File: src/sv/uer_pkg.sv
`timescale 1ns / 1ps
// shared types and constants for the ultrasonic echo ranger
// no dependencies; imported by every module of the block but uer_fifo
package uer_pkg;

  // trigger timing in ticks
  localparam int PRE_LOW_TICKS   = 2;
  localparam int TRIG_HIGH_TICKS = 10;
  localparam int PHASE_TICK_W    = 4;

  // default echo width counter size
  localparam int COUNT_BITS_DEF = 20;

  // field widths
  localparam int TIMEOUT_W = 20;
  localparam int DIST_W    = 18;

  // configuration register reset values
  localparam logic [TIMEOUT_W-1:0] TIMEOUT_RST = 20'd60000;
  localparam logic [DIST_W-1:0]    MIN_MM_RST  = 18'd20;
  localparam logic [DIST_W-1:0]    MAX_MM_RST  = 18'd4000;

  // apb port geometry
  localparam int APB_AW = 4;
  localparam int APB_DW = 32;

  // distance = width * 50 / 289, saturating at 2^18-1
  // widths above WIDTH_CLAMP all saturate, so clamp first to keep x narrow
  localparam int WC_W = 21;
  localparam int X_W  = 27;
  localparam int M_W  = 28;
  localparam int P_W  = X_W + M_W;
  localparam logic [WC_W-1:0] WIDTH_CLAMP = 21'd1515192;
  // ceil(2^36 / 289), exact for any x below 2^27
  localparam logic [M_W-1:0]  DIV_MUL     = 28'd237783657;
  localparam int              DIV_SHIFT   = 36;

  // decoupling queue between front and back
  localparam int FIFO_DEPTH = 4;

  typedef enum logic [2:0] {
    PH_IDLE     = 3'd0,
    PH_PRELOW   = 3'd1,
    PH_TRIGHI   = 3'd2,
    PH_WAITRISE = 3'd3,
    PH_MEASURE  = 3'd4
  } uer_phase_e;

  typedef enum logic [1:0] {
    REG_TIMEOUT = 2'd0,
    REG_MIN_MM  = 2'd1,
    REG_MAX_MM  = 2'd2
  } uer_reg_e;

  // per-tick outcome handed from front to back
  typedef struct packed {
    logic trig;
    logic done;
    logic timed_out;
    logic busy;
    logic fell;
  } uer_flags_t;

endpackage

File: src/sv/ultrasonic_echo_ranger_top.sv
`timescale 1ns / 1ps
// Ultrasonic echo ranger. Each input transfer is one 1 us tick carrying
// start_req_i and the sampled echo level; each tick yields exactly one result
// transfer with the trigger level, done/timeout flags, distance and busy.
// Channels use valid/stall; a transfer happens when valid is high and stall
// low. The front sequencer handles one tick per cycle, so one transfer per
// cycle is sustained in and out while the receiver does not stall. A result
// passes through the queue, the scaling stage, the multiplier stage and the
// output register before it appears on the output.
// When the receiver stalls, the output register holds, the pipeline fills,
// then the four-entry queue fills and in_stall_o rises; nothing is dropped.
// Reset (rst_ni low, asynchronous) returns the sequencer to idle, empties
// the pipeline and loads timeout 60000, min 20 mm, max 4000 mm.
// Registers over APB at byte addresses 0 (timeout_ticks), 4 (min_valid_mm)
// and 8 (max_valid_mm); write only while the block is idle.
// Depends on uer_pkg, uer_front, uer_fifo, uer_back.
module ultrasonic_echo_ranger_top #(
  parameter int COUNT_BITS = uer_pkg::COUNT_BITS_DEF
) (
  input  logic                        clk_i,
  input  logic                        rst_ni,
  input  logic                        in_valid_i,
  output logic                        in_stall_o,
  input  logic                        start_req_i,
  input  logic                        echo_i,
  output logic                        out_valid_o,
  input  logic                        out_stall_i,
  output logic                        trig_o,
  output logic                        done_res_o,
  output logic [uer_pkg::DIST_W-1:0]  distance_mm_o,
  output logic                        in_range_o,
  output logic                        timed_out_o,
  output logic                        busy_res_o,
  input  logic                        psel,
  input  logic                        penable,
  input  logic                        pwrite,
  input  logic [uer_pkg::APB_AW-1:0]  paddr,
  input  logic [uer_pkg::APB_DW-1:0]  pwdata,
  output logic [uer_pkg::APB_DW-1:0]  prdata,
  output logic                        pready
);

  import uer_pkg::*;

  localparam int FLAGS_W = $bits(uer_flags_t);
  localparam int QW      = FLAGS_W + COUNT_BITS;

  logic [TIMEOUT_W-1:0]  timeout_q;
  logic [DIST_W-1:0]     min_mm_q, max_mm_q;
  logic                  cfg_wr;
  logic [1:0]            reg_idx;

  logic                  push, pop, q_valid, q_full;
  uer_flags_t            f_flags, q_flags;
  logic [COUNT_BITS-1:0] f_width, q_width;
  logic [QW-1:0]         q_wdata, q_rdata;

  // configuration port
  assign pready  = 1'b1;
  assign cfg_wr  = psel && penable && pwrite;
  assign reg_idx = paddr[3:2];

  always_comb begin
    unique case (reg_idx)
      REG_TIMEOUT: prdata = APB_DW'(timeout_q);
      REG_MIN_MM:  prdata = APB_DW'(min_mm_q);
      REG_MAX_MM:  prdata = APB_DW'(max_mm_q);
      default:     prdata = '0;
    endcase
  end

  always_ff @(posedge clk_i or negedge rst_ni) begin
    if (!rst_ni) begin
      timeout_q <= TIMEOUT_RST;
      min_mm_q  <= MIN_MM_RST;
      max_mm_q  <= MAX_MM_RST;
    end else if (cfg_wr) begin
      unique case (reg_idx)
        REG_TIMEOUT: timeout_q <= pwdata[TIMEOUT_W-1:0];
        REG_MIN_MM:  min_mm_q  <= pwdata[DIST_W-1:0];
        REG_MAX_MM:  max_mm_q  <= pwdata[DIST_W-1:0];
        default: begin
        end
      endcase
    end
  end

  uer_front #(
    .COUNT_BITS (COUNT_BITS)
  ) u_front (
    .clk_i           (clk_i),
    .rst_ni          (rst_ni),
    .in_valid_i      (in_valid_i),
    .in_stall_o      (in_stall_o),
    .start_req_i     (start_req_i),
    .echo_i          (echo_i),
    .timeout_ticks_i (timeout_q),
    .full_i          (q_full),
    .push_o          (push),
    .flags_o         (f_flags),
    .width_o         (f_width)
  );

  assign q_wdata = {f_flags, f_width};

  uer_fifo #(
    .WIDTH (QW),
    .DEPTH (FIFO_DEPTH)
  ) u_fifo (
    .clk_i   (clk_i),
    .rst_ni  (rst_ni),
    .push_i  (push),
    .data_i  (q_wdata),
    .pop_i   (pop),
    .data_o  (q_rdata),
    .valid_o (q_valid),
    .full_o  (q_full)
  );

  assign q_flags = q_rdata[QW-1 -: FLAGS_W];
  assign q_width = q_rdata[COUNT_BITS-1:0];

  uer_back #(
    .COUNT_BITS (COUNT_BITS)
  ) u_back (
    .clk_i          (clk_i),
    .rst_ni         (rst_ni),
    .q_valid_i      (q_valid),
    .q_flags_i      (q_flags),
    .q_width_i      (q_width),
    .q_pop_o        (pop),
    .min_valid_mm_i (min_mm_q),
    .max_valid_mm_i (max_mm_q),
    .out_valid_o    (out_valid_o),
    .out_stall_i    (out_stall_i),
    .trig_o         (trig_o),
    .done_res_o     (done_res_o),
    .distance_mm_o  (distance_mm_o),
    .in_range_o     (in_range_o),
    .timed_out_o    (timed_out_o),
    .busy_res_o     (busy_res_o)
  );

endmodule

File: src/sv/uer_fifo.sv
`timescale 1ns / 1ps
// short register queue that decouples the ranger front from its back end
// no package dependencies
module uer_fifo #(
  parameter int WIDTH = 8,
  parameter int DEPTH = 4
) (
  input  logic             clk_i,
  input  logic             rst_ni,
  input  logic             push_i,
  input  logic [WIDTH-1:0] data_i,
  input  logic             pop_i,
  output logic [WIDTH-1:0] data_o,
  output logic             valid_o,
  output logic             full_o
);

  localparam int PW = (DEPTH > 1) ? $clog2(DEPTH) : 1;
  localparam int CW = $clog2(DEPTH + 1);

  logic [WIDTH-1:0] mem_q [DEPTH];
  logic [PW-1:0]    wr_ptr_q, wr_ptr_d;
  logic [PW-1:0]    rd_ptr_q, rd_ptr_d;
  logic [CW-1:0]    count_q, count_d;

  assign valid_o = (count_q != '0);
  assign full_o  = (count_q == CW'(DEPTH));
  assign data_o  = mem_q[rd_ptr_q];

  always_comb begin
    wr_ptr_d = wr_ptr_q;
    rd_ptr_d = rd_ptr_q;
    count_d  = count_q;
    if (push_i) begin
      wr_ptr_d = (wr_ptr_q == PW'(DEPTH - 1)) ? '0 : wr_ptr_q + 1'b1;
    end
    if (pop_i) begin
      rd_ptr_d = (rd_ptr_q == PW'(DEPTH - 1)) ? '0 : rd_ptr_q + 1'b1;
    end
    if (push_i && !pop_i) begin
      count_d = count_q + 1'b1;
    end else if (!push_i && pop_i) begin
      count_d = count_q - 1'b1;
    end
  end

  always_ff @(posedge clk_i or negedge rst_ni) begin
    if (!rst_ni) begin
      wr_ptr_q <= '0;
      rd_ptr_q <= '0;
      count_q  <= '0;
    end else begin
      wr_ptr_q <= wr_ptr_d;
      rd_ptr_q <= rd_ptr_d;
      count_q  <= count_d;
    end
  end

  always_ff @(posedge clk_i) begin
    if (push_i) begin
      mem_q[wr_ptr_q] <= data_i;
    end
  end

endmodule

File: src/sv/uer_front.sv
`timescale 1ns / 1ps
// ranger front: takes one tick per transfer, runs the trigger/echo sequencer
// and emits per-tick flags plus the echo width; uses uer_pkg
module uer_front #(
  parameter int COUNT_BITS = uer_pkg::COUNT_BITS_DEF
) (
  input  logic                           clk_i,
  input  logic                           rst_ni,
  input  logic                           in_valid_i,
  output logic                           in_stall_o,
  input  logic                           start_req_i,
  input  logic                           echo_i,
  input  logic [uer_pkg::TIMEOUT_W-1:0]  timeout_ticks_i,
  input  logic                           full_i,
  output logic                           push_o,
  output uer_pkg::uer_flags_t            flags_o,
  output logic [COUNT_BITS-1:0]          width_o
);

  import uer_pkg::*;

  uer_phase_e              phase_q, phase_d, ph_eff;
  logic [PHASE_TICK_W-1:0] ticks_q, ticks_d, tick_inc;
  logic [TIMEOUT_W-1:0]    wait_q, wait_d, wait_inc;
  logic [COUNT_BITS-1:0]   width_q, width_d;
  logic                    echo_prev_q, echo_prev_d;
  logic                    accept;
  logic                    rise, fell, tmo_hit;

  assign in_stall_o = full_i;
  assign accept     = in_valid_i && !full_i;
  assign push_o     = accept;
  assign width_o    = width_q;

  // a start request from idle makes this tick the first pre-low tick
  always_comb begin
    ph_eff   = phase_q;
    tick_inc = ticks_q + 1'b1;
    if (phase_q == PH_IDLE && start_req_i) begin
      ph_eff   = PH_PRELOW;
      tick_inc = PHASE_TICK_W'(1);
    end
  end

  assign wait_inc = (&wait_q) ? wait_q : wait_q + 1'b1;
  assign rise     = echo_i && !echo_prev_q;
  assign fell     = (ph_eff == PH_MEASURE) && !echo_i;
  assign tmo_hit  = (wait_inc >= timeout_ticks_i);

  // next state
  always_comb begin
    phase_d     = phase_q;
    ticks_d     = ticks_q;
    wait_d      = wait_q;
    width_d     = width_q;
    echo_prev_d = echo_prev_q;
    if (accept) begin
      echo_prev_d = echo_i;
      phase_d     = ph_eff;
      unique case (ph_eff)
        PH_IDLE: begin
        end
        PH_PRELOW: begin
          if (tick_inc >= PHASE_TICK_W'(PRE_LOW_TICKS)) begin
            phase_d = PH_TRIGHI;
            ticks_d = '0;
          end else begin
            ticks_d = tick_inc;
          end
        end
        PH_TRIGHI: begin
          if (tick_inc >= PHASE_TICK_W'(TRIG_HIGH_TICKS)) begin
            phase_d = PH_WAITRISE;
            ticks_d = '0;
            wait_d  = '0;
            width_d = '0;
          end else begin
            ticks_d = tick_inc;
          end
        end
        PH_WAITRISE, PH_MEASURE: begin
          wait_d = wait_inc;
          if (ph_eff == PH_WAITRISE && rise) begin
            phase_d = PH_MEASURE;
            width_d = COUNT_BITS'(1);
          end else if (ph_eff == PH_MEASURE && echo_i && !(&width_q)) begin
            width_d = width_q + 1'b1;
          end
          // falling edge wins over a timeout on the same tick
          if (fell || tmo_hit) begin
            phase_d = PH_IDLE;
          end
        end
        default: begin
          phase_d = PH_IDLE;
        end
      endcase
    end
  end

  // per-tick outputs
  always_comb begin
    flags_o           = '0;
    flags_o.trig      = (ph_eff == PH_TRIGHI);
    flags_o.busy      = (phase_d != PH_IDLE);
    if (ph_eff == PH_WAITRISE || ph_eff == PH_MEASURE) begin
      flags_o.done      = fell || tmo_hit;
      flags_o.timed_out = !fell && tmo_hit;
      flags_o.fell      = fell;
    end
  end

  always_ff @(posedge clk_i or negedge rst_ni) begin
    if (!rst_ni) begin
      phase_q     <= PH_IDLE;
      ticks_q     <= '0;
      wait_q      <= '0;
      width_q     <= '0;
      echo_prev_q <= 1'b0;
    end else begin
      phase_q     <= phase_d;
      ticks_q     <= ticks_d;
      wait_q      <= wait_d;
      width_q     <= width_d;
      echo_prev_q <= echo_prev_d;
    end
  end

endmodule

File: src/sv/uer_back.sv
`timescale 1ns / 1ps
// ranger back end: three-stage pipeline that turns echo width into distance
// by reciprocal multiply, checks the bounds and holds the result; uses uer_pkg
module uer_back #(
  parameter int COUNT_BITS = uer_pkg::COUNT_BITS_DEF
) (
  input  logic                        clk_i,
  input  logic                        rst_ni,
  input  logic                        q_valid_i,
  input  uer_pkg::uer_flags_t         q_flags_i,
  input  logic [COUNT_BITS-1:0]       q_width_i,
  output logic                        q_pop_o,
  input  logic [uer_pkg::DIST_W-1:0]  min_valid_mm_i,
  input  logic [uer_pkg::DIST_W-1:0]  max_valid_mm_i,
  output logic                        out_valid_o,
  input  logic                        out_stall_i,
  output logic                        trig_o,
  output logic                        done_res_o,
  output logic [uer_pkg::DIST_W-1:0]  distance_mm_o,
  output logic                        in_range_o,
  output logic                        timed_out_o,
  output logic                        busy_res_o
);

  import uer_pkg::*;

  logic              a_valid_q, b_valid_q, c_valid_q;
  logic              a_adv, b_adv, c_adv;
  uer_flags_t        a_flags_q, b_flags_q;
  logic [X_W-1:0]    a_x_q, a_x_d;
  logic [P_W-1:0]    b_prod_q;
  logic [31:0]       w32;
  logic [WC_W-1:0]   wc;
  logic [X_W-1:0]    wcx;
  logic [DIST_W-1:0] quot_mm;
  logic              c_trig_q, c_done_q, c_inr_q, c_tmo_q, c_busy_q;
  logic [DIST_W-1:0] c_dist_q;

  // each stage moves when empty or when the next one moves
  assign c_adv   = !c_valid_q || !out_stall_i;
  assign b_adv   = !b_valid_q || c_adv;
  assign a_adv   = !a_valid_q || b_adv;
  assign q_pop_o = q_valid_i && a_adv;

  // stage a: clamp so the result saturates, then times 50 by shift-add
  assign w32   = 32'(q_width_i);
  assign wc    = (w32 > 32'(WIDTH_CLAMP)) ? WIDTH_CLAMP : w32[WC_W-1:0];
  assign wcx   = X_W'(wc);
  assign a_x_d = (wcx << 5) + (wcx << 4) + (wcx << 1);

  // stage c: quotient by 289
  assign quot_mm = b_prod_q[DIV_SHIFT +: DIST_W];

  always_ff @(posedge clk_i or negedge rst_ni) begin
    if (!rst_ni) begin
      a_valid_q <= 1'b0;
      b_valid_q <= 1'b0;
      c_valid_q <= 1'b0;
    end else begin
      if (a_adv) a_valid_q <= q_valid_i;
      if (b_adv) b_valid_q <= a_valid_q;
      if (c_adv) c_valid_q <= b_valid_q;
    end
  end

  always_ff @(posedge clk_i) begin
    if (a_adv && q_valid_i) begin
      a_flags_q <= q_flags_i;
      a_x_q     <= a_x_d;
    end
    if (b_adv && a_valid_q) begin
      b_flags_q <= a_flags_q;
      b_prod_q  <= P_W'(a_x_q) * P_W'(DIV_MUL);
    end
    if (c_adv && b_valid_q) begin
      c_trig_q <= b_flags_q.trig;
      c_done_q <= b_flags_q.done;
      c_tmo_q  <= b_flags_q.timed_out;
      c_busy_q <= b_flags_q.busy;
      c_dist_q <= b_flags_q.fell ? quot_mm : '0;
      c_inr_q  <= b_flags_q.fell && (quot_mm >= min_valid_mm_i)
                  && (quot_mm <= max_valid_mm_i);
    end
  end

  assign out_valid_o   = c_valid_q;
  assign trig_o        = c_trig_q;
  assign done_res_o    = c_done_q;
  assign distance_mm_o = c_dist_q;
  assign in_range_o    = c_inr_q;
  assign timed_out_o   = c_tmo_q;
  assign busy_res_o    = c_busy_q;

endmodule

File: config.mk
export PLATFORM = sky130hd
export DESIGN_NAME = ultrasonic_echo_ranger_top
export DESIGN_NICKNAME = d
export VERILOG_FILES = /design/src/sv/uer_pkg.sv /design/src/sv/ultrasonic_echo_ranger_top.sv /design/src/sv/uer_fifo.sv /design/src/sv/uer_front.sv /design/src/sv/uer_back.sv
export SDC_FILE = /design/constraint.sdc
export NUM_CORES = 1
export LEC_CHECK = 0
export BUFFER_PORTS_ARGS = -buffer_cell sky130_fd_sc_hd__buf_2
export CORE_ASPECT_RATIO = 1.1
export CORE_MARGIN = 10
export CORE_UTILIZATION = 60
export CTS_BUF_LIST = sky130_fd_sc_hd__clkbuf_4 sky130_fd_sc_hd__clkbuf_8 sky130_fd_sc_hd__clkbuf_16
export DETAILED_ROUTE_END_ITERATION = 16
export HOLD_SLACK_MARGIN = 0.12
export PLACE_DENSITY = 0.88
export SLEW_MARGIN = 10
export SYNTH_ARGS = -nofsm -noshare
export SYNTH_HDL_FRONTEND = slang
export SYNTH_SLANG_ARGS = --single-unit
File: constraint.sdc
create_clock -name clk_i -period 18.89 [get_ports clk_i]
set_clock_uncertainty 0.1 [all_clocks]
set_input_delay 0.9445 -clock clk_i [delete_from_list [all_inputs] [get_ports clk_i]]
set_output_delay 0.9445 -clock clk_i [all_outputs]
set_load 0.05 [all_outputs]
# --- Yosys cells after proc, flatten, opt, wreduce, memory -nomap -nowiden ---
# Memories as Yosys holds them, arrays and structs flattened.
# Index checks and enable logic that the tools add are counted.
classes:
  add_sub_neg: 9
  multipliers: 1
  n_lt_le_gt_ge: 6
  eq_ne: 11
  muxes: 27
  reduce_logical: 50
op_table:
  columns: ["operator", "n"]
  rows:
  - ["$mux 20", 4]
  - ["$pmux 20 s2", 2]
  - ["$pmux 20 s3", 1]
  - ["$mul 27x28->54 const B", 1]
  - ["$add 20x1->20 const B", 2]
  - ["$reduce_and 20->1", 2]
  - ["$add 26x25->27", 1]
  - ["$add 27x22->27", 1]
  - ["$mux 3", 8]
  - ["$gt 20x21->1 const B", 1]
  - ["$mux 21", 1]
  - ["$ge 20x20->1", 1]
  - ["$ge 18x18->1", 1]
  - ["$le 18x18->1", 1]
  - ["$logic_and 1x1->1", 17]
  - ["$mux 4", 3]
  - ["$pmux 3 s4", 1]
  - ["$logic_not 1->1", 11]
  - ["$pmux 4 s2", 1]
  - ["$reduce_and 2->1", 4]
  - ["$eq 2x2->1 const B", 3]
  - ["$eq 3x2->1 const B", 2]
  - ["$eq 3x3->1 const B", 2]
  - ["$logic_not 3->1", 2]
  - ["19 further kinds", 31]
totals:
  regBits: 228
  ram_bits: 100
  input_bits: 45
  output_inout_bits: 58
  wordCells: 137
  mem_count: 1
memory_table:
  columns: ["name", "words", "word_bits", "read_ports", "rd_ports_with_merged_regs", "write_ports", "line", "source"]
  rows:
  - ["u_fifo.mem_q", 4, 25, 1, 0, 1, "uer_fifo.sv:21", "logic [WIDTH-1:0] mem_q [DEPTH];"]

# --- Logic depth before layout (Yosys ltp) ---
# Gate-level depths: netlist (run 1).
depth:
  depth_word: 10
  depth_mapped: 24
  mapped_depth_nobuf: 24

# --- Hierarchy ---
# A second synthesis (run 1) with hierarchy kept.
hier_totals:
  cells_unflattened: 2309
  area_unflattened_um2: 26175.1
modules_own_cells:
  columns: ["mod", "instances", "cells_per_inst", "area_per_inst_um2", "seq_area_each_um2"]
  rows:
  - ["uer_back", 1, 1488, 15697.6, 2357.3]
  - ["uer_fifo", 1, 168, 4071.4, 3178.0]
  - ["uer_front", 1, 452, 3687.3, 1201.2]
  - ["ultrasonic_echo_ranger_top", 1, 201, 2718.9, 1420.1]

# --- Worst setup path before layout (run 1) ---
# No wires, ideal clock.
synth_path:
  kind: "reg2reg"
  from: "reg u_back.a_x_q[16]"
  to: "reg u_back.b_prod_q[52] (data pin)"
  setup_ns: 0.258
  t_arrival_ns: 6.196
  t_required_ns: 18.532
  slack_ns: 12.336
  path_stages_with_launch: 25
  n_path_buf: 0
  period_less_slack_ns: 6.554
  cell_sequence: "edfxtp_1 -> inv_1 -> ha_1 -> fa_1 -> inv_1 -> ha_1 -> inv_1 -> fa_1 -> inv_1 -> fa_1 -> inv_1 -> fa_1 -> inv_1 -> fa_1 -> ha_1 -> a21oi_1 -> o21ai_0 -> a221o_1 -> a211oi_2 -> o22a_1 -> a21oi_1 -> or3_4 -> a221o_2 -> a21oi_2 -> xnor2_1"
synth_via:
  elab_chain_len: 1
synth_lines:
  columns: ["item", "line", "source"]
  rows:
  - ["start, declared", "uer_back.sv:30", "logic [X_W-1:0] a_x_q, a_x_d;"]
  - ["start signal, assigned", "uer_back.sv:69", "a_x_q <= a_x_d;"]
  - ["$mul 27x28->54", "uer_back.sv:73", "b_prod_q <= P_W'(a_x_q) * P_W'(DIV_MUL);"]
  - ["end signal, assigned", "uer_back.sv:73", null]
  - ["end, declared", "uer_back.sv:31", "logic [P_W-1:0] b_prod_q;"]
# Every way passes these cells.
# A chain may end at the register's enable or synchronous reset.

# --- Worst setup path after layout (run 1) ---
layout_path:
  from: "reg u_back.a_x_q[19]"
  to: "reg u_back.b_prod_q[52] (data pin)"
# The elaborated chain is that of the path after synthesis.

==> out/summary.txt, run 1 <==
Most common cell after layout, fill and taps aside -> inv_1
Top Ports -> 103
Setup CP Type -> reg -> reg
Slew @ Worst Pin -> 1.16 ns
Layout cells sized above 1 -> 0.0968
CORE AREA -> 41400 sq um
CTS Sinks -> 290
RSZ-0062 raised after global routing -> no
Gpl congestion -> 0.964
HPWL after DPL -> 45300 um
Number of buffers added for setup after CTS -> 0
Yosys warnings -> 0
Clock root cell -> clkbuf_16
Post-Synthesis Cells -> 2237
Layout filler cell count -> 2952
Synth-to-Final Area Change -> 7.85%
Remaining DRCs -> 0
Status -> finished clean
CTS tree -> done
Register area share after synthesis -> 0.324
Antenna viol nets, final -> 0
Mean Syn Cell Area -> 11.2 sq um
Max clock buf depth -> 3
Tightest Hold Check Type -> reg -> reg
Crit path DAT -> 7.57 ns
TritonRoute pass-1 iters -> 5
FMAX -> 136 MHz
CP Launch Type -> flip-flop
Vias/cell -> 5.75
Final worst-path cycle share -> 0.390
Initial Utilization -> 0.608
EDFF count, synth -> 176
Synth Cell Area -> 25200 sq um
Gr usage total -> 0.231
Die area -> 50500 sq um
Hold Fails Final Rpt -> 0
Max Slew Vio Count -> 0
Relative slew slack -> 0.223
Buffers on Ports -> 75
Req. time, crit path -> 19.09 ns
Top_reg_cell synth -> edfxtp_1
Tmin final -> 7.37 ns
Post-CTS resize count -> 0
Setup_tns -> 0 ns
Die Wd -> 215 um
Worst-path fanout max -> 10
First-pass GRT wire length -> 94700 um
Overflow after GRT -> 0
Total CTS buffers -> 28
Netlist cell types -> 72
Row cnt -> 78
Max-cap violations -> 0
CTS H-tree depth -> 1
Vias post-DR -> 16700
Maximum number of pins on one net before global-route repair -> 63
DRT iter0 DRCs -> 1223
Antenna violations before repair -> 2
Fin nets -> 2991
Clock slew at reported path FFs -> 0.06 ns
CP Capture Type -> flip-flop
Yosys reg bits -> 290
WL/cell -> 20.0 um
Die Y -> 235 um
Most frequent cells in the layout -> inv_1, ha_1, fa_1
Vias in the first global route -> 18000
Worst-Skew Late Latency -> 0.56 ns
# hold bufs at CTS -> 0
Asr flop ratio synth -> 0.393
Final wirelength -> 58100 um
# setup viols final -> 0
[registers in the layout (all words and copies together), names as in the netlist, 2 cells and up]
signal and count:
u_fifo.mem_q 100, u_back.a_x_q 25, timeout_q 20, u_front.wait_q 20
u_front.width_o 20, max_mm_q 18, min_mm_q 18, u_back.b_prod_q 18
u_back.distance_mm_o 18, u_back.a_flags_q 5, u_back.b_flags_q 5, u_front.ticks_q 4
u_fifo.count_q 3, u_front.phase_q 3, u_fifo.rd_ptr_q 2, u_fifo.wr_ptr_q 2
[worst max-delay path, cell delays in order (launching register included)]
cell and delay (ns):
edfxtp_1 0.78, inv_1 0.11, ha_1 0.30, inv_1 0.06, ha_1 0.34, inv_1 0.08, fa_1 0.55, inv_1 0.06
fa_1 0.50, fa_1 0.54, fa_1 0.54, inv_1 0.05, fa_1 0.52, inv_1 0.04, ha_1 0.30, and3_1 0.19
a221o_1 0.36, a211oi_2 0.29, o22a_1 0.27, a21oi_1 0.12, or3_4 0.40, a221o_2 0.37, a21oi_2 0.15, xnor2_1 0.09
[layout make-up]
| type | count | area [sq um] | area share |
|---|---|---|---|
| antenna | 3 | 7.51 | 0.000277 |
| multi-input combinational | 1451 | 15100 | 0.556 |
| clock inverter | 15 | 159 | 0.00586 |
| inverter | 456 | 1710 | 0.0631 |
| timing repair buffer | 86 | 460 | 0.0170 |
| sequential | 290 | 8160 | 0.301 |
| clock buffer | 37 | 840 | 0.0309 |
| tap | 560 | 701 | 0.0258 |
[path summary, 6_finish.rpt]
check	from	to	slack [ns]	cells past startpoint
worst min-delay path	u_back.b_flags_q[2]	u_back.timed_out_o	0.31	0
worst min register to register	u_back.b_flags_q[2]	u_back.timed_out_o	0.31	0
worst max register to register	u_back.a_x_q[19]	u_back.b_prod_q[52]	11.52	23
worst max-delay path	u_back.a_x_q[19]	u_back.b_prod_q[52]	11.52	23
min in group asynchronous	rst_ni	timeout_q[16]	0.35	1
max in group asynchronous	rst_ni	u_front.width_o[11]	17.14	2
[synthesized netlist by cell type, drive strengths merged (3+ instances only)]
cell type,count,area [sq um]
nor2,72,270
o21bai,4,30.0
nand4,21,131
inv,455,1710
xor2,29,254
o41ai,3,33.8
o31ai,8,60.1
mux2,25,282
nor4,5,37.5
a211oi,5,52.6
ha,391,4890
o2111ai,4,35.0
a31oi,13,81.3
o21a,10,75.1
a21boi,4,30.0
or2,10,62.6
fa,242,4840
dfrtp,99,2480
buf,20,131
and2,31,194
and3,13,91.3
nor2b,12,75.1
a21oi,61,309
nand2,127,477
nand2b,11,68.8
nand3b,6,45.0
a31o,3,26.3
o211ai,3,22.5
o22a,3,26.3
a22o,9,78.8
nand3,34,175
mux4,25,563
o22ai,3,18.8
clkbuf,31,116
mux2i,18,180
xnor2,41,359
or3,6,42.5
a21o,34,255
o21ai,114,571
edfxtp,176,5290
and4,6,52.6
nor3,14,70.1
dfstp,15,394
[cells by family (layout without fill, tap and decap cells)]
kind of cell,Yosys count,in the layout,share of synthesized area
adders and majority gates,633,633,0.387
buffers and inverters,507,594,0.0779
and+or+nand+nor,373,373,0.0730
AOI/OAI and AO/OA,294,294,0.0726
DFF,290,290,0.324
xor gates and xnor gates,70,70,0.0244
muxes,68,68,0.0407
other,2,16,0.000298
[through the flow]
stage	util	setup slack, ns	hold WS [ns]	cell area, sq um	instances
2_1_floorplan	-	12.34	0.300	25200	2248
3_3_place_gp	0.631	11.63	0.302	26100	2843
3_5_place_dp	0.631	11.55	0.311	26100	2843
4_1_cts	0.656	11.54	0.313	27100	2895
5_1_grt	0.656	11.28	0.328	27100	2897
6_report	0.656	11.52	0.306	27100	2898
[metal layers]
metal / routed length (um) / vias to the layer above / GRT usage
met5: 0 / - / 0
met4: 2260 / 0 / 0.0858
met3: 3290 / 148 / 0.0293
met2: 30100 / 587 / 0.414
met1: 22400 / 8328 / 0.279
li1: - / 7600 / -
Power of run 1 is not shown: default switching activity piles up to over one toggle a cycle in this logic, so the estimate is an artifact.
==> inputs of run 2 (changes only) <==
CORE_UTILIZATION = 58   (was 60)
PLACE_DENSITY = 0.89   (was 0.88)
clock period = 6 ns   (was 18.89 ns; I/O delays follow)
==> run 2 against run 1 <==
The flow now finishes with violations (negative setup slack). Maximum frequency increased by 15%. Sequential share of layout area decreased by 2.4 points. Design area increased by 8.5%. Non-clock buffer count increased by 206. Final cell count increased by 7.5%. Via count increased by 7.4%. Die area increased by 3.1%. Core utilization increased by 3.5 points. First-iteration DRC count increased by 7.3%. Clock-buffer cell count increased by 1. Flip-flop and latch count unchanged. Register-to-register slack got worse by 12 ns. Highest routed layer unchanged.
==> out/summary.txt, run 2 (synthesis gave the netlist of run 1 again) <==
Initial Utilization -> 0.591
Vias/cell -> 5.74
Reg2reg path depth -> 20
# setup viols final -> 16
Violated checks -> negative setup slack
Most common cell after layout, fill and taps aside -> inv_1
Fin nets -> 3200
DRT iter0 DRCs -> 1312
CTS tree -> done
Max reg flops -> 100
HPWL after DPL -> 51100 um
RSZ-0062 raised after global routing -> yes
Crit path DAT -> 6.67 ns
CTS H-tree depth -> 1
Hold EP -> u_front.phase_q[2]
First-pass GRT wire length -> 104000 um
Status -> finished, violations left
R2R Setup Slk -> -0.42 ns
Top Ports -> 103
Hold Fails Final Rpt -> 0
Maximum number of pins on one net before global-route repair -> 63
Setup CP Type -> reg -> reg
Fin worst setup slack -> -0.421 ns
FMAX -> 156 MHz
Synth-to-Final Area Change -> 17.0%
Overflow after GRT -> 0
Final worst-path cycle share -> 1.07
CP Launch Type -> flip-flop
Antenna violations before repair -> 2
Top reg by flops -> u_fifo.mem_q
Tmin final -> 6.42 ns
Largest regs -> u_fifo.mem_q: 100 flops, u_back.a_x_q: 25 flops
Die Y -> 238 um
Slew @ Worst Pin -> 1.12 ns
Final hold slack -> 0.204 ns
Hold Path Origin -> in_valid_i
Worst R2R End -> u_back.b_prod_q[52]
Tightest Hold Check Type -> in -> reg
Remaining DRCs -> 0
Clock slew at reported path FFs -> 0.07 ns
Worst-Skew Late Latency -> 0.59 ns
Buffers on Ports -> 75
Req. time, crit path -> 6.25 ns
Layout filler cell count -> 2836
Layout cells sized above 1 -> 0.199
Antenna viol nets, final -> 0
CORE AREA -> 42600 sq um
Row cnt -> 79
Total CTS buffers -> 31
TritonRoute pass-1 iters -> 6
Max-cap violations -> 0
Max Slew Vio Count -> 0
Die area -> 52100 sq um
Vias post-DR -> 17900
Worst-path fanout max -> 5
Clock root cell -> clkbuf_16
Relative slew slack -> 0.254
WL/cell -> 21.0 um
Die Wd -> 219 um
Vias in the first global route -> 19000
CTS Sinks -> 290
Gpl congestion -> 0.975
RR Startpoint -> u_back.a_x_q[12]
Most frequent cells in the layout -> inv_1, ha_1, fa_1
Hold-critical path depth -> 4
Gr usage total -> 0.254
Final wirelength -> 65400 um
CP Capture Type -> flip-flop
Max clock buf depth -> 3
run 2: cell types whose count changed in the layout (fill, tap and decap cells not counted), sizes merged:
cell and change:
clkbuf +1, bufinv +3, diode -1, buf +182, dlygate4sd3 +24, clkinv -5
inv +7
run 2: stage by stage:
step	instances	utilization	worst slack [ns]	setup TNS, ns	area (sq um)
2_1_floorplan	2248	-	-0.250	-0.491	25400
3_3_place_gp	3007	0.645	-0.489	-5.16	27500
3_5_place_dp	3007	0.645	-0.596	-6.92	27500
4_1_cts	3107	0.686	-0.392	-2.91	29200
5_1_grt	3116	0.691	-0.618	-6.95	29400
6_report	3116	0.691	-0.421	-3.50	29400
run 2: cell type report:
type | count | area, sq um | area share
repair buffers | 292 | 2100 | 0.0715
diodes | 2 | 5.00 | 0.000170
flip-flops and latches | 290 | 8160 | 0.277
well taps | 567 | 709 | 0.0241
inverters | 456 | 1710 | 0.0582
multi-input cells | 1451 | 15600 | 0.530
clock inverters | 20 | 292 | 0.00990
clock buffers | 38 | 847 | 0.0288
run 2: repair_timing:
action / 4_1_cts / 5_1_grt
setup endpoints to repair: 18 / 18
gates resized for setup: 52 / 37
hold buffers: 24 / 0
pin swaps: 31 / 30
hold endpoints to repair: 117 / 0
buffers inserted: 18 / 8
run 2: worst max path at each step:
stage	from	slack, ns	to	cells past startpoint
detailed placement	u_back.a_x_q[6]	-0.60	u_back.b_prod_q[38]	24
floorplan	u_back.a_x_q[16]	-0.25	u_back.b_prod_q[52]	24
global route	u_back.a_x_q[19]	-0.62	u_back.b_prod_q[52]	23
CTS	u_back.a_x_q[16]	-0.39	u_back.b_prod_q[52]	23
global placement	u_back.a_x_q[8]	-0.49	u_back.b_prod_q[52]	24
finish	u_back.a_x_q[12]	-0.42	u_back.b_prod_q[52]	20
run 2: worst max-delay path: stages, from the launching register on:
cell	delay, ns
edfxtp_1	0.50
buf_6	0.18
buf_4	0.13
ha_1	0.30
fa_1	0.53
fa_1	0.45
fa_1	0.53
fa_1	0.56
inv_1	0.06
fa_1	0.53
inv_1	0.06
ha_4	0.22
a21o_1	0.17
a221o_1	0.40
a211oi_2	0.25
o22a_1	0.19
a21oi_2	0.09
or3_4	0.34
a221o_2	0.37
a21oi_2	0.14
xnor2_1	0.08
run 2: per-layer routing:
| metal | wire [um] | up-vias | part of all wire | GRT usage |
|---|---|---|---|---|
| met4 | 2740 | 0 | 0.042 | 0.0962 |
| met5 | 0 | - | 0 | 0 |
| met3 | 4080 | 186 | 0.062 | 0.0286 |
| met1 | 24900 | 8957 | 0.38 | 0.309 |
| met2 | 33700 | 722 | 0.51 | 0.452 |
| li1 | - | 8032 | - | - |
Power of run 2 is left out for the same reason.
